## config.mk

```make
export PLATFORM = sky130hd
export DESIGN_NAME = bytecode_word_stream_decoder_top
export DESIGN_NICKNAME = d
export VERILOG_FILES = /design/src/design/bwsd_pkg.sv /design/src/design/bwsd_decode.sv /design/src/design/bytecode_word_stream_decoder_top.sv
export SDC_FILE = /design/constraint.sdc
export NUM_CORES = 1
export LEC_CHECK = 0
export ABC_AREA = 1
export ABC_CLOCK_PERIOD_IN_PS = 5200
export BUFFER_PORTS_ARGS = -buffer_cell sky130_fd_sc_hd__buf_2
export CAP_MARGIN = 25
export CORE_MARGIN = 2
export CORE_UTILIZATION = 40
export CTS_BUF_LIST = sky130_fd_sc_hd__clkbuf_4
export CTS_CLUSTER_DIAMETER = 200
export CTS_CLUSTER_SIZE = 28
export DETAILED_ROUTE_END_ITERATION = 6
export GPL_ROUTABILITY_DRIVEN = 1
export PLACE_DENSITY_LB_ADDON = 0.25
export SLEW_MARGIN = 15
export SYNTH_ARGS = -nofsm -noshare
export SYNTH_HDL_FRONTEND = slang
export SYNTH_SLANG_ARGS = --single-unit
```

## constraint.sdc

```tcl
create_clock -name i_clk -period 5.2 [get_ports i_clk]
set_input_delay 1.04 -clock i_clk [delete_from_list [all_inputs] [get_ports i_clk]]
set_output_delay 1.04 -clock i_clk [all_outputs]
set_load 0.05 [all_outputs]
```

## src/design/bwsd_pkg.sv

```systemverilog
// Shared types, status codes and tag decode tables for the word stream decoder.
`timescale 1ns / 1ps
`default_nettype none

package bwsd_pkg;

    localparam int unsigned NumTags = 40;

    // Result status codes.
    localparam logic [2:0] ST_INST        = 3'd0;
    localparam logic [2:0] ST_END         = 3'd1;
    localparam logic [2:0] ST_BAD_TAG     = 3'd2;
    localparam logic [2:0] ST_MISSING_ARG = 3'd3;
    localparam logic [2:0] ST_PUSH_RANGE  = 3'd4;
    localparam logic [2:0] ST_CHAR_BIG    = 3'd5;

    // Instruction kinds and tags that need special handling.
    localparam logic [5:0] K_PRINT_CHAR   = 6'd2;
    localparam logic [5:0] K_PUSH_INT     = 6'd3;
    localparam logic [5:0] TAG_PRINT_CHAR = 6'd2;
    localparam logic [5:0] TAG_PUSH_NEG   = 6'd3;
    localparam logic [5:0] TAG_PUSH_POS   = 6'd4;

    typedef struct packed {
        logic [63:0] word;
        logic        end_of_stream;
    } t_in_req;

    typedef struct packed {
        logic [2:0]  status;
        logic [5:0]  opcode;
        logic [63:0] arg_first;
        logic [63:0] arg_second;
        logic        is_label;
        logic [31:0] inst_index;
    } t_out_req;

    typedef struct packed {
        logic [1:0]  args_remaining;
        logic [5:0]  pending_tag;
        logic [63:0] first_arg_hold;
        logic [31:0] inst_count;
        logic        halted;
    } t_dec_state;

    // Tag to instruction kind; tags outside the table never reach here.
    function automatic logic [5:0] tag_kind(input logic [5:0] tag);
        logic [5:0] k;
        case (tag) inside
            [6'd0:6'd3]:   k = tag;
            [6'd4:6'd20]:  k = tag - 6'd1;
            6'd21:         k = 6'd19;
            6'd22, 6'd23:  k = 6'd20;
            6'd24, 6'd25:  k = 6'd21;
            [6'd26:6'd28]: k = tag - 6'd4;
            [6'd29:6'd36]: k = tag - 6'd5;
            6'd37, 6'd38:  k = 6'd31;
            6'd39:         k = 6'd32;
            default:       k = 6'd0;
        endcase
        return k;
    endfunction

    // Number of argument words that follow each tag.
    function automatic logic [1:0] tag_args(input logic [5:0] tag);
        logic [1:0] n;
        case (tag) inside
            6'd5:                                   n = 2'd2;
            [6'd1:6'd4], 6'd6, 6'd7, 6'd9, 6'd10,
            [6'd19:6'd25], 6'd28, 6'd29,
            [6'd36:6'd38]:                          n = 2'd1;
            default:                                n = 2'd0;
        endcase
        return n;
    endfunction

    // Tags whose target is a label rather than an address.
    function automatic logic tag_label(input logic [5:0] tag);
        logic l;
        case (tag) inside
            6'd20, 6'd22, 6'd24, 6'd28: l = 1'b1;
            default:                    l = 1'b0;
        endcase
        return l;
    endfunction

endpackage

`default_nettype wire

```

## src/design/bwsd_decode.sv

```systemverilog
// Combinational decode of one word against the current gather state.
`timescale 1ns / 1ps
`default_nettype none

module bwsd_decode
    import bwsd_pkg::*;
(
    input  var t_in_req    i_req,
    input  var t_dec_state i_state,
    output logic           o_emit,
    output t_out_req       o_res,
    output t_dec_state     o_state
);

    logic [5:0]  tag;
    logic [1:0]  nargs;
    logic        big_neg;

    assign big_neg = i_req.word[63] && (|i_req.word[62:0]);

    always_comb begin
        o_emit  = 1'b0;
        o_res   = '0;
        o_res.inst_index = i_state.inst_count;
        o_state = i_state;
        tag     = i_state.pending_tag;
        nargs   = tag_args(i_state.pending_tag);

        if (i_req.end_of_stream) begin
            if (!i_state.halted) begin
                o_emit = 1'b1;
                if (i_state.args_remaining != 2'd0) begin
                    o_res.status = ST_MISSING_ARG;
                    o_res.opcode = tag_kind(i_state.pending_tag);
                end else begin
                    o_res.status = ST_END;
                end
            end
            o_state = '0;
        end else if (i_state.halted) begin
            o_emit = 1'b0;
        end else if (i_state.args_remaining == 2'd0) begin
            tag   = i_req.word[5:0];
            nargs = tag_args(tag);
            if (i_req.word >= 64'(NumTags)) begin
                o_emit                 = 1'b1;
                o_res.status           = ST_BAD_TAG;
                o_res.arg_first        = i_req.word;
                o_state.halted         = 1'b1;
                o_state.args_remaining = 2'd0;
            end else if (nargs == 2'd0) begin
                o_emit                 = 1'b1;
                o_res.status           = ST_INST;
                o_res.opcode           = tag_kind(tag);
                o_res.is_label         = tag_label(tag);
                o_state.inst_count     = i_state.inst_count + 32'd1;
            end else begin
                o_state.pending_tag    = tag;
                o_state.args_remaining = nargs;
            end
        end else if (i_state.args_remaining == 2'd2) begin
            o_state.first_arg_hold = i_req.word;
            o_state.args_remaining = 2'd1;
        end else begin
            // Last argument word: range checks, then the finished instruction.
            o_emit                 = 1'b1;
            o_state.args_remaining = 2'd0;
            o_res.opcode           = tag_kind(tag);
            o_res.is_label         = tag_label(tag);
            o_res.arg_first        = i_req.word;
            if ((tag == TAG_PUSH_NEG && big_neg) || (tag == TAG_PUSH_POS && i_req.word[63])) begin
                o_res.status   = ST_PUSH_RANGE;
                o_res.opcode   = K_PUSH_INT;
                o_res.is_label = 1'b0;
                o_state.halted = 1'b1;
            end else if (tag == TAG_PRINT_CHAR && (|i_req.word[63:7])) begin
                o_res.status   = ST_CHAR_BIG;
                o_res.opcode   = K_PRINT_CHAR;
                o_res.is_label = 1'b0;
                o_state.halted = 1'b1;
            end else begin
                o_res.status       = ST_INST;
                o_state.inst_count = i_state.inst_count + 32'd1;
                if (nargs == 2'd2) begin
                    o_res.arg_first  = i_state.first_arg_hold;
                    o_res.arg_second = i_req.word;
                end else if (tag == TAG_PUSH_NEG) begin
                    o_res.arg_first = 64'd0 - i_req.word;
                end
            end
        end
    end

endmodule

`default_nettype wire

```

## src/design/bytecode_word_stream_decoder_top.sv

```systemverilog
// Top level of the word stream decoder: input register, decode, state and result register.
`timescale 1ns / 1ps
`default_nettype none

// Channel   | Direction | Handshake                 | Payload
// ----------+-----------+---------------------------+-------------------------------------
// input     | in        | i_in_valid / o_in_stall   | i_in_data  (t_in_req: word, eos)
// output    | out       | o_out_valid / i_out_stall | o_out_data (t_out_req: decoded item)
//
// One request is accepted in every cycle while the result side keeps draining.
// A request is decoded combinationally while it sits in the input register, and
// its result, if any, is then loaded into the result register and shown from there;
// a single decode stage lies between the two registers. Reset is synchronous and
// active low; it empties both registers and clears the gather state. A stall on
// the output holds the result register and backs up into the input register,
// which then raises o_in_stall.

module bytecode_word_stream_decoder_top
    import bwsd_pkg::*;
(
    input  wire         i_clk,
    input  wire         i_rst_n,
    input  wire         i_in_valid,
    output logic        o_in_stall,
    input  var t_in_req i_in_data,
    output logic        o_out_valid,
    input  wire         i_out_stall,
    output t_out_req    o_out_data
);

    // Input register holding the request waiting to be decoded.
    logic       r_in_valid;
    logic       n_in_valid;
    t_in_req    r_in_data;

    // Result register and gather state.
    logic       r_out_valid;
    logic       n_out_valid;
    t_out_req   r_out_data;
    t_dec_state r_state;

    logic       dec_emit;
    t_out_req   dec_res;
    t_dec_state dec_state;

    logic       in_take;
    logic       advance;

    // The held request moves on whenever the result register can take a result;
    // a request that makes no result still waits for that slot, which keeps the
    // order simple, though an output stall then holds such a request as well.
    assign advance    = r_in_valid && (!r_out_valid || !i_out_stall);
    assign o_in_stall = r_in_valid && !advance;
    assign in_take    = i_in_valid && !o_in_stall;

    assign o_out_valid = r_out_valid;
    assign o_out_data  = r_out_data;

    bwsd_decode u_decode (
        .i_req   (r_in_data),
        .i_state (r_state),
        .o_emit  (dec_emit),
        .o_res   (dec_res),
        .o_state (dec_state)
    );

    always_comb begin
        n_in_valid = r_in_valid;
        if (in_take) begin
            n_in_valid = 1'b1;
        end else if (advance) begin
            n_in_valid = 1'b0;
        end
    end

    always_comb begin
        n_out_valid = r_out_valid;
        if (advance && dec_emit) begin
            n_out_valid = 1'b1;
        end else if (r_out_valid && !i_out_stall) begin
            n_out_valid = 1'b0;
        end
    end

    always_ff @(posedge i_clk) begin
        if (!i_rst_n) begin
            r_in_valid  <= 1'b0;
            r_out_valid <= 1'b0;
            r_state     <= '0;
        end else begin
            r_in_valid  <= n_in_valid;
            r_out_valid <= n_out_valid;
            if (advance) begin
                r_state <= dec_state;
            end
        end
    end

    // Payload registers load without reset.
    always_ff @(posedge i_clk) begin
        if (in_take) begin
            r_in_data <= i_in_data;
        end
        if (advance && dec_emit) begin
            r_out_data <= dec_res;
        end
    end

    // An error leaves nothing half gathered.
    a_halt_clean: assert property (@(posedge i_clk) disable iff (!i_rst_n)
        r_state.halted |-> r_state.args_remaining == 2'd0)
        else $error("halted with arguments still pending");

    // A pending tag is always one of the known tags.
    a_pending_tag: assert property (@(posedge i_clk) disable iff (!i_rst_n)
        r_state.args_remaining != 2'd0 |-> r_state.pending_tag < 6'(NumTags))
        else $error("pending tag out of range");

    // Each decoded instruction advances the counter by exactly one.
    a_count_step: assert property (@(posedge i_clk) disable iff (!i_rst_n)
        advance && dec_emit && dec_res.status == ST_INST
        |=> r_state.inst_count == 32'($past(r_state.inst_count) + 32'd1))
        else $error("instruction counter did not advance");

    // A finished result is never overwritten while it waits on a stall.
    a_no_overrun: assert property (@(posedge i_clk) disable iff (!i_rst_n)
        r_out_valid && i_out_stall |-> !advance)
        else $error("result register overrun");

endmodule

`default_nettype wire

```

==> results.sh <==
export IMPL_run_status="finished, final reports clean"
export IMPL_min_period_ns=4.02
export IMPL_worstPathCellList="inv_1 > ha_1 > nand2_1 > inv_2 > nand2_2 > nor2_2 > nand2_2 > nor2_1 > nand2_1 > nand3_2 > nand2_4 > inv_2 > nand2_1 > nand2_2 > nand2_4 > inv_2 > o21ai_0"
export IMPL_postCtsHoldBufs=0
export IMPL_critPathKind="register to register"
export IMPL_dpl_instance_area_mm2=0.0201
export IMPL_grt_max_degree=142
export IMPL_hold_viol_final=0
export IMPL_place_congestion=0.982
export IMPL_grt_pass1_vias=15900
export IMPL_tns_ns=0
export IMPL_finalCritPeriodShare_pct=77.4
export IMPL_setup_slack_ns=1.18
export IMPL_synth_seq_cells=342
export IMPL_start_kind="register"
export IMPL_cts_root_buf="clkbuf_4"
export IMPL_relSlewSlack_pct=30.2
export IMPL_drtAntennaViolNets=0
export IMPL_cts_htree_levels=1
export IMPL_critPathSlowestCell="edfxtp_1"
export IMPL_met1_usage_pct=36.0
export IMPL_netlist_area_mm2=0.0184
export IMPL_post_cts_setup_buffers=0
export IMPL_fillerInstances=4642
export IMPL_maxSlewViolCount=0
export IMPL_worst_setup_path_end_kind="register"
export IMPL_reg2reg_from="r_in_data[1]"
export IMPL_synth_ff_type="edfxtp_1"
export IMPL_design_core_area_mm2=0.0455
export IMPL_cpPeakStageDelay_ns=0.59
export IMPL_ctsResizeCount=0
export IMPL_grt_met3_usage_pct=2.83
export IMPL_wire_per_inst_um=19.7
export IMPL_multiInputGateArea_mm2=0.00795
export IMPL_fin_util_pct=44.7
export IMPL_worst_pin_slew_ns=1.05
export IMPL_busiest_layer="met2"
export IMPL_worstReg2RegEnd="o_out_data[138]"
export IMPL_drive_above_1_share_pct=14.7
export IMPL_synth_cell_type_count=46
export IMPL_antenna_found_initial=2
export IMPL_hpwlAfterDp_mm=43.3
export IMPL_fin_hold_ws_ns=0.348
export IMPL_die_y_um=219
export IMPL_cts_buffers=16
export IMPL_place_ws_ns=1.22
export IMPL_rsz0062_at_grt="no"
export IMPL_synth_seq_area_share_pct=49.9
export IMPL_synth_edf_count=235
export IMPL_viasPerCell=5.42
export IMPL_io_pins=241
export IMPL_insertion_delay_ns=0.84
export IMPL_final_area_mm2=0.0203
export IMPL_cts_sinks=342
export IMPL_worstHoldStart="i_in_data[5]"
export IMPL_cts_tree="yes"
export IMPL_grt_usage_pct=25.1
export IMPL_netlist_instances=2331
export IMPL_port_buffers=240
export IMPL_drc=0
export IMPL_met2_usage_pct=39.9
export IMPL_start_util_pct=40.5
export IMPL_die_x_um=219
export IMPL_yosys_top_cells_area="edfxtp_1, dfxtp_1, nand2_1, nor2_1, nand3_1"
export IMPL_clock_path_buffers=3
export IMPL_irDropWorstVdd_uv=249
export IMPL_synthArstFlopShare_pct=0
export IMPL_area_growth_pct=10.3
export IMPL_cap_violations=0
export IMPL_nets=2594
export IMPL_dieArea_mm2=0.0478
export IMPL_worstPathRequired_ns=5.81
export IMPL_fin_total_pwr_mw=5.36
export IMPL_detail_route_first_pass_iterations=6
export IMPL_avgSynthCellArea_um2=7.91
export IMPL_wirelength_mm=61.4
export IMPL_row_count=78
export IMPL_overflow=0
export IMPL_clkTransAtPathRegs_ns=0.32
export IMPL_ys_warn_count=0
export IMPL_cp_arrival_ns=4.63
export IMPL_worstRegToRegCells=17
export IMPL_vias=16900
export IMPL_grt_pass1_wl_mm=93.2
export IMPL_instances_no_fill=3118
export IMPL_finClkSkew_ns=0.105
export IMPL_cp_max_fo=15
export IMPL_synth_commonest_cells="nand2_1, nor2_1, edfxtp_1, inv_1, nand3_1"
export IMPL_hp_class="primary input to register"
export IMPL_whs_path_depth=1
export IMPL_synthMostInstantiatedCell="nand2_1"
export IMPL_finalSetupViolations=0
export IMPL_synth_top_area_cell="edfxtp_1"
export IMPL_drtIter0Drc=1583
export IMPL_dp_cells=3088
export IMPL_max_freq_mhz=249
export IMPL_r2r_setup_slack_ns=1.18
export IMPL_synth_top_area_share_pct=38.3
export IMPL_p_leak_nw=8.30
export IMPL_synth_nets=2419
export IMPL_seq_area_mm2=0.00920
export IMPL_min_to="r_in_data[5]"
export IMPL_power_per_cell_area_mw_per_mm2=264
flip-flops by register name, summed over array words and instances (netlist names):
register / cells
o_out_valid: 1
o_out_data: 170
r_state: 105
r_in_valid: 1
r_in_data: 65
cells by family (layout without fill, tap and decap cells):
family	after synthesis	count (layout)	synth area share, %
AO/OA/AOI/OAI	399	399	12.0
XOR/XNOR	35	35	1.66
AND/OR/NAND/NOR	1217	1217	28.0
flip-flops	342	342	49.9
adder cells (fa/ha/maj)	19	19	1.29
buffers and inverters	319	504	7.12
other	0	2	0
how the worst max path moves through the flow:
stage | startpoint | to | cells after the start
finish | r_in_data[1] | o_out_data[138] | 17
global route | r_in_data[1] | o_out_data[127] | 17
CTS | r_in_data[1] | o_out_data[138] | 17
detailed placement | r_in_data[1] | o_out_data[138] | 17
global placement | r_in_data[1] | o_out_data[138] | 17
floorplan | r_in_data[3] | o_out_data[0] | 16
report_power, final:
part           switching, mW  internal [mW]
clock                  0.852          0.243
combinational          0.785          0.252
sequential             0.140           3.09
total                   1.78           3.59
cell type report:
class	instances	share of cell area [%]
Antenna cell	2	0.0246
Multi-Input combinational cell	1670	39.1
Inverter	215	4.01
Sequential cell	342	45.3
Tap cell	600	3.69
Clock inverter	1	0.148
Timing Repair Buffer	261	6.75
Clock buffer	27	0.997
per-layer routing:
metal  part of all wire [%]  wire length, µm  up-vias
met1                     45            27800     8013
met3                    7.1             4380       91
met2                     45            27500      694
li1                       -                -     8093
met4                    2.9             1770        0
met5                      0                0        -
cell usage in the layout, fill, tap and decap left out, drive strengths merged:
| master | Yosys | routed |
|---|---|---|
| a21boi | 1 | 1 |
| nand3 | 192 | 192 |
| nand4 | 27 | 27 |
| xor2 | 31 | 31 |
| clkinvlp | 0 | 1 |
| nor2 | 377 | 377 |
| nand2 | 566 | 566 |
| o211ai | 32 | 32 |
| nor3b | 1 | 1 |
| o21ai | 180 | 180 |
| xnor2 | 4 | 4 |
| nor3 | 34 | 34 |
| nor4 | 3 | 3 |
| nand3b | 6 | 6 |
| o21a | 2 | 2 |
| inv | 213 | 212 |
| a22oi | 1 | 1 |
| diode | 0 | 2 |
| a21oi | 152 | 152 |
| a31oi | 1 | 1 |
| o21bai | 1 | 1 |
| clkbuf | 49 | 27 |
| buf | 55 | 261 |
| o311ai | 2 | 2 |
| a211oi | 24 | 24 |
| o2111ai | 1 | 1 |
| o22ai | 1 | 1 |
| or2 | 11 | 11 |
| edfxtp | 235 | 235 |
| dfxtp | 107 | 107 |
| ha | 19 | 19 |
| o31ai | 1 | 1 |
| clkinv | 2 | 3 |
critical path: cells and delay by family (launching register included):
family,cells,cell delay [ns]
AOI/OAI and AO/OA,1,0.14
adders and majority gates,1,0.47
buffers and inverters,4,0.80
DFF,1,0.59
and+or+nand+nor,11,1.79
Power figures use the tool's default switching activity.
